===== src/rtl/fwh_pkg.sv =====
// Shared types and constants of the full-width to half-width converter.
`default_nettype none
package fwh_pkg;

  localparam int unsigned QDEPTH = 4;
  localparam int unsigned QAW    = $clog2(QDEPTH);

  localparam logic [7:0]  SPACE        = 8'h20;
  localparam logic [7:0]  GBK_LEAD_MIN = 8'hA1;
  localparam logic [3:0]  UTF_LEAD_HI  = 4'hE;
  localparam logic [15:0] GBK_IDSP     = 16'hA1A1;
  localparam logic [15:0] GBK_LO       = 16'hA3C1;
  localparam logic [15:0] GBK_HI       = 16'hA3FE;
  localparam logic [15:0] GBK_OFS      = 16'hA380;
  localparam logic [15:0] UTF_IDSP     = 16'h3000;
  localparam logic [15:0] UTF_LO       = 16'hFF01;
  localparam logic [15:0] UTF_HI       = 16'hFF5E;
  localparam logic [15:0] UTF_OFS      = 16'hFEE0;

  localparam logic [1:0] NONE_HELD = 2'd0;
  localparam logic [1:0] ONE_HELD  = 2'd1;
  localparam logic [1:0] TWO_HELD  = 2'd2;

  typedef struct packed {
    logic [1:0]      count;
    logic [2:0][7:0] bytes;
    logic            last;
  } cmd_t;

  typedef struct packed {
    logic full;
    logic empty;
  } q_stat_t;

endpackage
`default_nettype wire


===== src/rtl/fwh_front.sv =====
// Front end: tracks held bytes and turns each finished sequence into an output command.
`default_nettype none
module fwh_front (
  input  wire logic        clk,
  input  wire logic        rst,
  input  wire logic        cfg_we,
  input  wire logic        cfg_data,
  input  wire logic        accept,
  input  wire logic [7:0]  in_byte,
  input  wire logic        in_last,
  output fwh_pkg::cmd_t    cmd,
  output logic             cmd_push
);

  logic        code_mode;
  logic [1:0]  pend;
  logic [1:0]  pend_next;
  logic [7:0]  held0;
  logic [7:0]  held1;
  logic        hold0_wr;
  logic        hold1_wr;
  logic        lead;
  logic [15:0] code_g;
  logic [15:0] code_u;
  logic [15:0] diff_g;
  logic [15:0] diff_u;

  always_comb begin
    lead   = code_mode ? (in_byte >= fwh_pkg::GBK_LEAD_MIN)
                       : (in_byte[7:4] == fwh_pkg::UTF_LEAD_HI);
    code_g = {held0, in_byte};
    code_u = {held0[3:0], held1[5:0], in_byte[5:0]};
    diff_g = code_g - fwh_pkg::GBK_OFS;
    diff_u = code_u - fwh_pkg::UTF_OFS;
    pend_next = fwh_pkg::NONE_HELD;
    hold0_wr  = 1'b0;
    hold1_wr  = 1'b0;
    cmd_push  = 1'b0;
    cmd.count = 2'd1;
    cmd.bytes = {8'h00, 8'h00, in_byte};
    cmd.last  = in_last;
    priority if (pend == fwh_pkg::NONE_HELD) begin
      if (lead && !in_last) begin
        pend_next = fwh_pkg::ONE_HELD;
        hold0_wr  = 1'b1;
      end else begin
        cmd_push = 1'b1;
      end
    end else if (!code_mode && pend == fwh_pkg::ONE_HELD) begin
      if (!in_last) begin
        pend_next = fwh_pkg::TWO_HELD;
        hold1_wr  = 1'b1;
      end else begin
        cmd_push  = 1'b1;
        cmd.count = 2'd2;
        cmd.bytes = {8'h00, in_byte, held0};
      end
    end else if (code_mode) begin
      cmd_push = 1'b1;
      if (code_g == fwh_pkg::GBK_IDSP) begin
        cmd.bytes = {8'h00, 8'h00, fwh_pkg::SPACE};
      end else if (code_g >= fwh_pkg::GBK_LO && code_g <= fwh_pkg::GBK_HI) begin
        cmd.bytes = {8'h00, 8'h00, diff_g[7:0]};
      end else begin
        cmd.count = 2'd2;
        cmd.bytes = {8'h00, in_byte, held0};
      end
    end else begin
      cmd_push = 1'b1;
      if (code_u == fwh_pkg::UTF_IDSP) begin
        cmd.bytes = {8'h00, 8'h00, fwh_pkg::SPACE};
      end else if (code_u >= fwh_pkg::UTF_LO && code_u <= fwh_pkg::UTF_HI) begin
        cmd.bytes = {8'h00, 8'h00, diff_u[7:0]};
      end else begin
        cmd.count = 2'd3;
        cmd.bytes = {in_byte, held1, held0};
      end
    end
    cmd_push = cmd_push && accept;
  end

  always_ff @(posedge clk) begin
    if (rst) begin
      code_mode <= 1'b0;
      pend      <= fwh_pkg::NONE_HELD;
    end else if (cfg_we) begin
      code_mode <= cfg_data;
      pend      <= fwh_pkg::NONE_HELD;
    end else if (accept) begin
      pend <= pend_next;
    end
  end

  always_ff @(posedge clk) begin
    if (accept && hold0_wr) begin
      held0 <= in_byte;
    end
    if (accept && hold1_wr) begin
      held1 <= in_byte;
    end
  end

endmodule
`default_nettype wire


===== src/rtl/fwh_queue.sv =====
// Short command queue between the front end and the back end.
`default_nettype none
module fwh_queue (
  input  wire logic          clk,
  input  wire logic          rst,
  input  wire logic          push,
  input  wire fwh_pkg::cmd_t wdata,
  input  wire logic          pop,
  output fwh_pkg::cmd_t      rdata,
  output fwh_pkg::q_stat_t   stat
);

  fwh_pkg::cmd_t                  mem [fwh_pkg::QDEPTH];
  logic [fwh_pkg::QAW-1:0]        wr_ptr;
  logic [fwh_pkg::QAW-1:0]        rd_ptr;
  logic [fwh_pkg::QAW:0]          fill;

  assign stat.full  = (fill == (fwh_pkg::QAW+1)'(fwh_pkg::QDEPTH));
  assign stat.empty = (fill == '0);
  assign rdata      = mem[rd_ptr];

  always_ff @(posedge clk) begin
    if (rst) begin
      wr_ptr <= '0;
      rd_ptr <= '0;
      fill   <= '0;
    end else begin
      if (push) begin
        wr_ptr <= wr_ptr + 1'b1;
      end
      if (pop) begin
        rd_ptr <= rd_ptr + 1'b1;
      end
      if (push && !pop) begin
        fill <= fill + 1'b1;
      end else if (pop && !push) begin
        fill <= fill - 1'b1;
      end
    end
  end

  always_ff @(posedge clk) begin
    if (push) begin
      mem[wr_ptr] <= wdata;
    end
  end

endmodule
`default_nettype wire


===== src/rtl/fwh_back.sv =====
// Back end: takes commands from the queue and presents their bytes one per transfer.
`default_nettype none
module fwh_back (
  input  wire logic             clk,
  input  wire logic             rst,
  input  wire fwh_pkg::cmd_t    q_data,
  input  wire fwh_pkg::q_stat_t q_stat,
  output logic                  q_pop,
  input  wire logic             pop,
  output logic                  empty,
  output logic [7:0]            out_byte,
  output logic                  out_end,
  output logic                  out_run_last
);

  fwh_pkg::cmd_t cur;
  logic          cur_valid;
  logic [1:0]    idx;
  logic          at_end;

  assign at_end       = (idx == cur.count - 2'd1);
  assign q_pop        = !q_stat.empty && (!cur_valid || (pop && at_end));
  assign empty        = !cur_valid;
  assign out_byte     = cur.bytes[idx];
  assign out_run_last = at_end;
  assign out_end      = at_end && cur.last;

  always_ff @(posedge clk) begin
    if (rst) begin
      cur_valid <= 1'b0;
      idx       <= 2'd0;
    end else if (q_pop) begin
      cur_valid <= 1'b1;
      idx       <= 2'd0;
    end else if (pop && cur_valid) begin
      if (at_end) begin
        cur_valid <= 1'b0;
        idx       <= 2'd0;
      end else begin
        idx <= idx + 2'd1;
      end
    end
  end

  always_ff @(posedge clk) begin
    if (q_pop) begin
      cur <= q_data;
    end
  end

endmodule
`default_nettype wire


===== src/rtl/fullwidth_to_halfwidth.sv =====
// Top level of the full-width to half-width text converter.
// One input byte is accepted per clock while full is low; a byte that only
// completes part of a multi-byte sequence produces no output. Each accepted
// byte that finishes a sequence places one command of one to three output
// bytes in a four-entry queue, and the output side delivers one byte per pop,
// so a command of k bytes holds the output side for k pops. Sustained
// throughput is therefore one byte per cycle at the input and one byte per
// cycle at the output while pop is held high, and neither side limits the
// other, as no sequence yields more output bytes than it took in. The mode
// register is written through the configuration channel, which is always
// ready, and a write drops any partially received sequence.
`default_nettype none
module fullwidth_to_halfwidth (
  input  wire logic       clk,
  input  wire logic       rst,
  input  wire logic       cfg_valid,
  output logic            cfg_ready,
  input  wire logic       cfg_data,
  input  wire logic       push,
  output logic            full,
  input  wire logic [7:0] in_byte,
  input  wire logic       in_last,
  output logic            empty,
  input  wire logic       pop,
  output logic [7:0]      out_byte,
  output logic            out_end,
  output logic            out_run_last
);

  fwh_pkg::cmd_t    cmd;
  fwh_pkg::cmd_t    q_data;
  fwh_pkg::q_stat_t q_stat;
  logic             cmd_push;
  logic             q_pop;
  logic             accept;

  assign cfg_ready = 1'b1;
  assign full      = q_stat.full;
  assign accept    = push && !q_stat.full;

  fwh_front u_front (
    .clk      (clk),
    .rst      (rst),
    .cfg_we   (cfg_valid && cfg_ready),
    .cfg_data (cfg_data),
    .accept   (accept),
    .in_byte  (in_byte),
    .in_last  (in_last),
    .cmd      (cmd),
    .cmd_push (cmd_push)
  );

  fwh_queue u_queue (
    .clk   (clk),
    .rst   (rst),
    .push  (cmd_push),
    .wdata (cmd),
    .pop   (q_pop),
    .rdata (q_data),
    .stat  (q_stat)
  );

  fwh_back u_back (
    .clk          (clk),
    .rst          (rst),
    .q_data       (q_data),
    .q_stat       (q_stat),
    .q_pop        (q_pop),
    .pop          (pop),
    .empty        (empty),
    .out_byte     (out_byte),
    .out_end      (out_end),
    .out_run_last (out_run_last)
  );

endmodule
`default_nettype wire


===== config.mk =====
export PLATFORM = sky130hd
export DESIGN_NAME = fullwidth_to_halfwidth
export DESIGN_NICKNAME = d
export VERILOG_FILES = /design/src/rtl/fwh_pkg.sv /design/src/rtl/fwh_front.sv /design/src/rtl/fwh_queue.sv /design/src/rtl/fwh_back.sv /design/src/rtl/fullwidth_to_halfwidth.sv
export SDC_FILE = /design/constraint.sdc
export NUM_CORES = 1
export LEC_CHECK = 0
export ABC_CLOCK_PERIOD_IN_PS = 11000
export BUFFER_PORTS_ARGS = -buffer_cell sky130_fd_sc_hd__buf_2
export CAP_MARGIN = 20
export CELL_PAD_IN_SITES_DETAIL_PLACEMENT = 0
export CELL_PAD_IN_SITES_GLOBAL_PLACEMENT = 2
export CORE_MARGIN = 1
export CORE_UTILIZATION = 49
export DETAILED_ROUTE_END_ITERATION = 10
export MAX_ROUTING_LAYER = met4
export PLACE_DENSITY_LB_ADDON = 0.25
export SYNTH_ARGS = -nofsm -noshare
export SYNTH_HDL_FRONTEND = slang
export SYNTH_SLANG_ARGS = --single-unit

===== constraint.sdc =====
create_clock -name clk -period 11 [get_ports clk]
set_clock_uncertainty 0.05 [all_clocks]
set_input_delay 2.2 -clock clk [delete_from_list [all_inputs] [get_ports clk]]
set_output_delay 2.2 -clock clk [all_outputs]
set_load 0.005 [all_outputs]

==> results.md <==
* Run status: finished clean
* Most common cell after layout, fill and taps aside: edfxtp_1
* Hold Buf Count CTS at 0
* Max Slew Vio Count at 0
* Unrepaired setup endpoints after global routing: no
* Hold Violations, Final at 0
* Core box area at 13800 µm²
* Global-route wire length before repair at roughly 21000 µm
* Hold_sp: u_queue.fill[2]
* Clock share of power at 0.336
* DRC viols at 0
* Slowest cell on crit path: or4_1
* Drt pass-1 iters at 4
* CTS Sinks at 164
* Area Overhead vs Synth at 13.3%
* Buffers added on ports at 26
* CP bufs+invs at 3
* CP startpoint kind: input pin
* Req. time, crit path at roughly 11000 ps
* Number of distinct library cells after synthesis at 59
* Sequential power share at 0.488
* Fmax at 209 MHz
* Critical path data arrival time at approximately 5100 ps
* Setup bufs post-CTS at 0
* Slew @ Worst Pin at 1060 ps
* Drt initial violations at about 250
* Worst Slack Setup Final at 6210 ps
* Die Span X at 121 µm
* Antenna violations before repair at 0
* Worst setup path startpoint: in_byte[4]
* R2r startpoint: u_back.idx[1]
* Yosys reg bits at 164
* Mapped Area at 6920 µm²
* Tcrit/Tclk final at 0.435
* ANT nets after route at 0
* Slew HR at 0.281
* Hold crit path type: reg2reg
* Pint at roughly 1.3 mW
* Max Cap Violations at 0
* CTS tree: yes
* I/O pin cnt at 28
* Syn_area_per_cell at 15.8 µm²
* Sw frac at 0.254
* # rows at 43
* Vias in the first global route at 3723
* Root Driver: clkbuf_16
* H-tree levels at 4
* Post-CTS resize count at 0
* Final Critical Period at 4790 ps
* Drt via density at roughly 5.8
* Ys async rst share at 0
* DP Wirelength at 8710 µm
* Crit path depth at 12
* Top delay family on crit path: simple AND/OR/NAND/NOR gates
* NetSw at 444 µW
* Fin util at 0.567
* Fin Hold WS at ~450 ps
* Clock Latency Late Sink at around 420 ps
* Die Footprint at 14600 µm²
* Max VDD drop at 95.3 µV
* CP endpoint kind: flip-flop
* Setup CP Type: in2reg
* Worst min-delay path endpoint: u_queue.fill[2]
* Finished Layout Cells at 659
* Die Ht at 121 µm
* CP max stage delay at approximately 570 ps
* Reg2Reg Setup Slack at 7390 ps
* Final setup viols at 0
* Sequential share of the synthesized area at 0.693
* N_diodes at 0
* WL final at 13400 µm
* Nets at 488
* Top FF cell, synth: edfxtp_1
* GRT Util Overall at 0.207
* CTS max path bufs at 2
* Comb pwr share at 0.176
* Pre-CTS WS at 5790 ps
* Vias at 3795
* Largest net degree at the start of global routing at 34
* Mapped Nets at between 400 and 500
* Cells after synthesis at 437
* Reg2reg end: u_queue.fill[2]
* Total grt overflow at 0
* WL/cell at 20.3 µm
* Leading cell types in the layout, fill and taps excluded: edfxtp_1, mux4_2, nand2_1, nor2_1, buf_2
* Post-synth EDFFs at 151
* Cell Chain, Critical Path: buf_2 -> or4_1 -> o2111ai_1 -> nand2_1 -> or3_1 -> inv_1 -> ha_1 -> inv_1 -> fa_1 -> xor2_1 -> or3_1 -> a21oi_1
* Final GP Congestion at 0.845
* Setup TNS at 0 ps
* Hold path depth at 2
* Pwr Density at 223 nW/µm²
* Initial Utilization at 0.500
* Share of layout cells above drive strength 1 at 0.203
* Synth warn at 0
* Reg2Reg Depth at 11
* Placed Cells at 626
* Crit-path max FO at 9
* Clock transition at the registers of the reported paths at 60 ps
* Total CTS buffers at 17
* P_leak at 2.61 nW
per-stage QoR:
step                cell area [µm²]  total power [mW]
global placement               7230              1.16
finish                         7840              1.75
detailed placement             7230              1.18
global route                   7840              1.83
CTS                            7820              1.76
floorplan                      6920              1.07
Yosys cell counts, drive strengths merged (2+ instances only):
cell type	count	share of area
or4	2	0.0022
clkbuf	15	0.0081
mux2	2	0.0033
a211oi	2	0.0022
nor4b	2	0.0025
nand2b	3	0.0027
nand3	8	0.0058
xnor2	2	0.0025
xor2	4	0.0051
o21ai	16	0.012
nor2	26	0.014
dfxtp	13	0.038
mux4	27	0.088
buf	7	0.0056
a221oi	2	0.0025
ha	6	0.011
nor3	13	0.0094
o211ai	3	0.0033
edfxtp	151	0.66
nor4	3	0.0036
and2	14	0.013
nor3b	2	0.0022
nand2	26	0.014
and3	4	0.0043
o311ai	2	0.0025
a21o	4	0.0045
or3	5	0.0052
nor2b	2	0.0018
mux2i	14	0.020
a21oi	15	0.011
a221o	4	0.0058
a22oi	7	0.0076
nor4bb	2	0.0029
inv	11	0.0060
flip-flops by register name (all words and copies together) (netlist names), 2 cells and up:
name / count
u_queue.mem: 108
u_back.cur: 27
u_front.held0: 8
u_front.held1: 8
u_queue.fill: 3
u_back.idx: 2
u_front.pend: 2
u_queue.rd_ptr: 2
u_queue.wr_ptr: 2
power by group through the flow:
stage               clock, mW  combinational [mW]  sequential, mW
detailed placement          0               0.293           0.883
finish                  0.589               0.309           0.854
CTS                     0.598               0.294           0.872
global placement            0               0.285           0.878
floorplan                   0               0.223           0.849
global route            0.619               0.342           0.865
logic make-up (layout without fill, tap and decap cells):
| group | Yosys count | in the layout | share of synthesized area |
|---|---|---|---|
| flip-flops | 164 | 164 | 0.693 |
| AND/OR/NAND/NOR | 116 | 116 | 0.0879 |
| AO/OA/AOI/OAI | 67 | 67 | 0.0662 |
| multiplexers | 43 | 43 | 0.111 |
| buffers and inverters | 33 | 75 | 0.0197 |
| adder cells (fa/ha/maj) | 7 | 7 | 0.0137 |
| XOR/XNOR | 6 | 6 | 0.00759 |
| other | 1 | 1 | 0.000542 |
per-layer routing:
metal	wire [µm]	part of all wire	global-route usage
met4	190	0.014	0.0810
met2	6770	0.50	0.324
met5	0	0	-
met3	367	0.027	0.0410
met1	6080	0.45	0.268
final cells by class:
cell class | count | area (µm²)
fillers | 1081 | 5990
flip-flops and latches | 164 | 4800
multi-input cells | 240 | 2000
clock buffers | 19 | 433
well taps | 180 | 225
repair buffers | 32 | 188
clock inverters | 13 | 158
inverters | 11 | 41.3
worst register-to-register path, stage by stage, from the launching register on:
cell and delay (ps):
dfxtp_1 720, xor2_1 290, mux2i_1 350, nand2_1 170
a21oi_4 820, inv_1 130, ha_1 250, inv_1 70
fa_1 180, xor2_1 80, or3_1 310, a21oi_1 130
worst max-delay path by stage:
stage                 endpoint  slack (ps)
2_1_floorplan  u_queue.fill[2]        5900
3_3_place_gp   u_queue.fill[2]        5840
3_5_place_dp   u_queue.fill[2]        5790
4_1_cts        u_queue.fill[2]        6200
5_1_grt        u_queue.fill[2]        6030
6_report       u_queue.fill[2]        6210
Note: power is estimated with default switching activity, not from simulation.
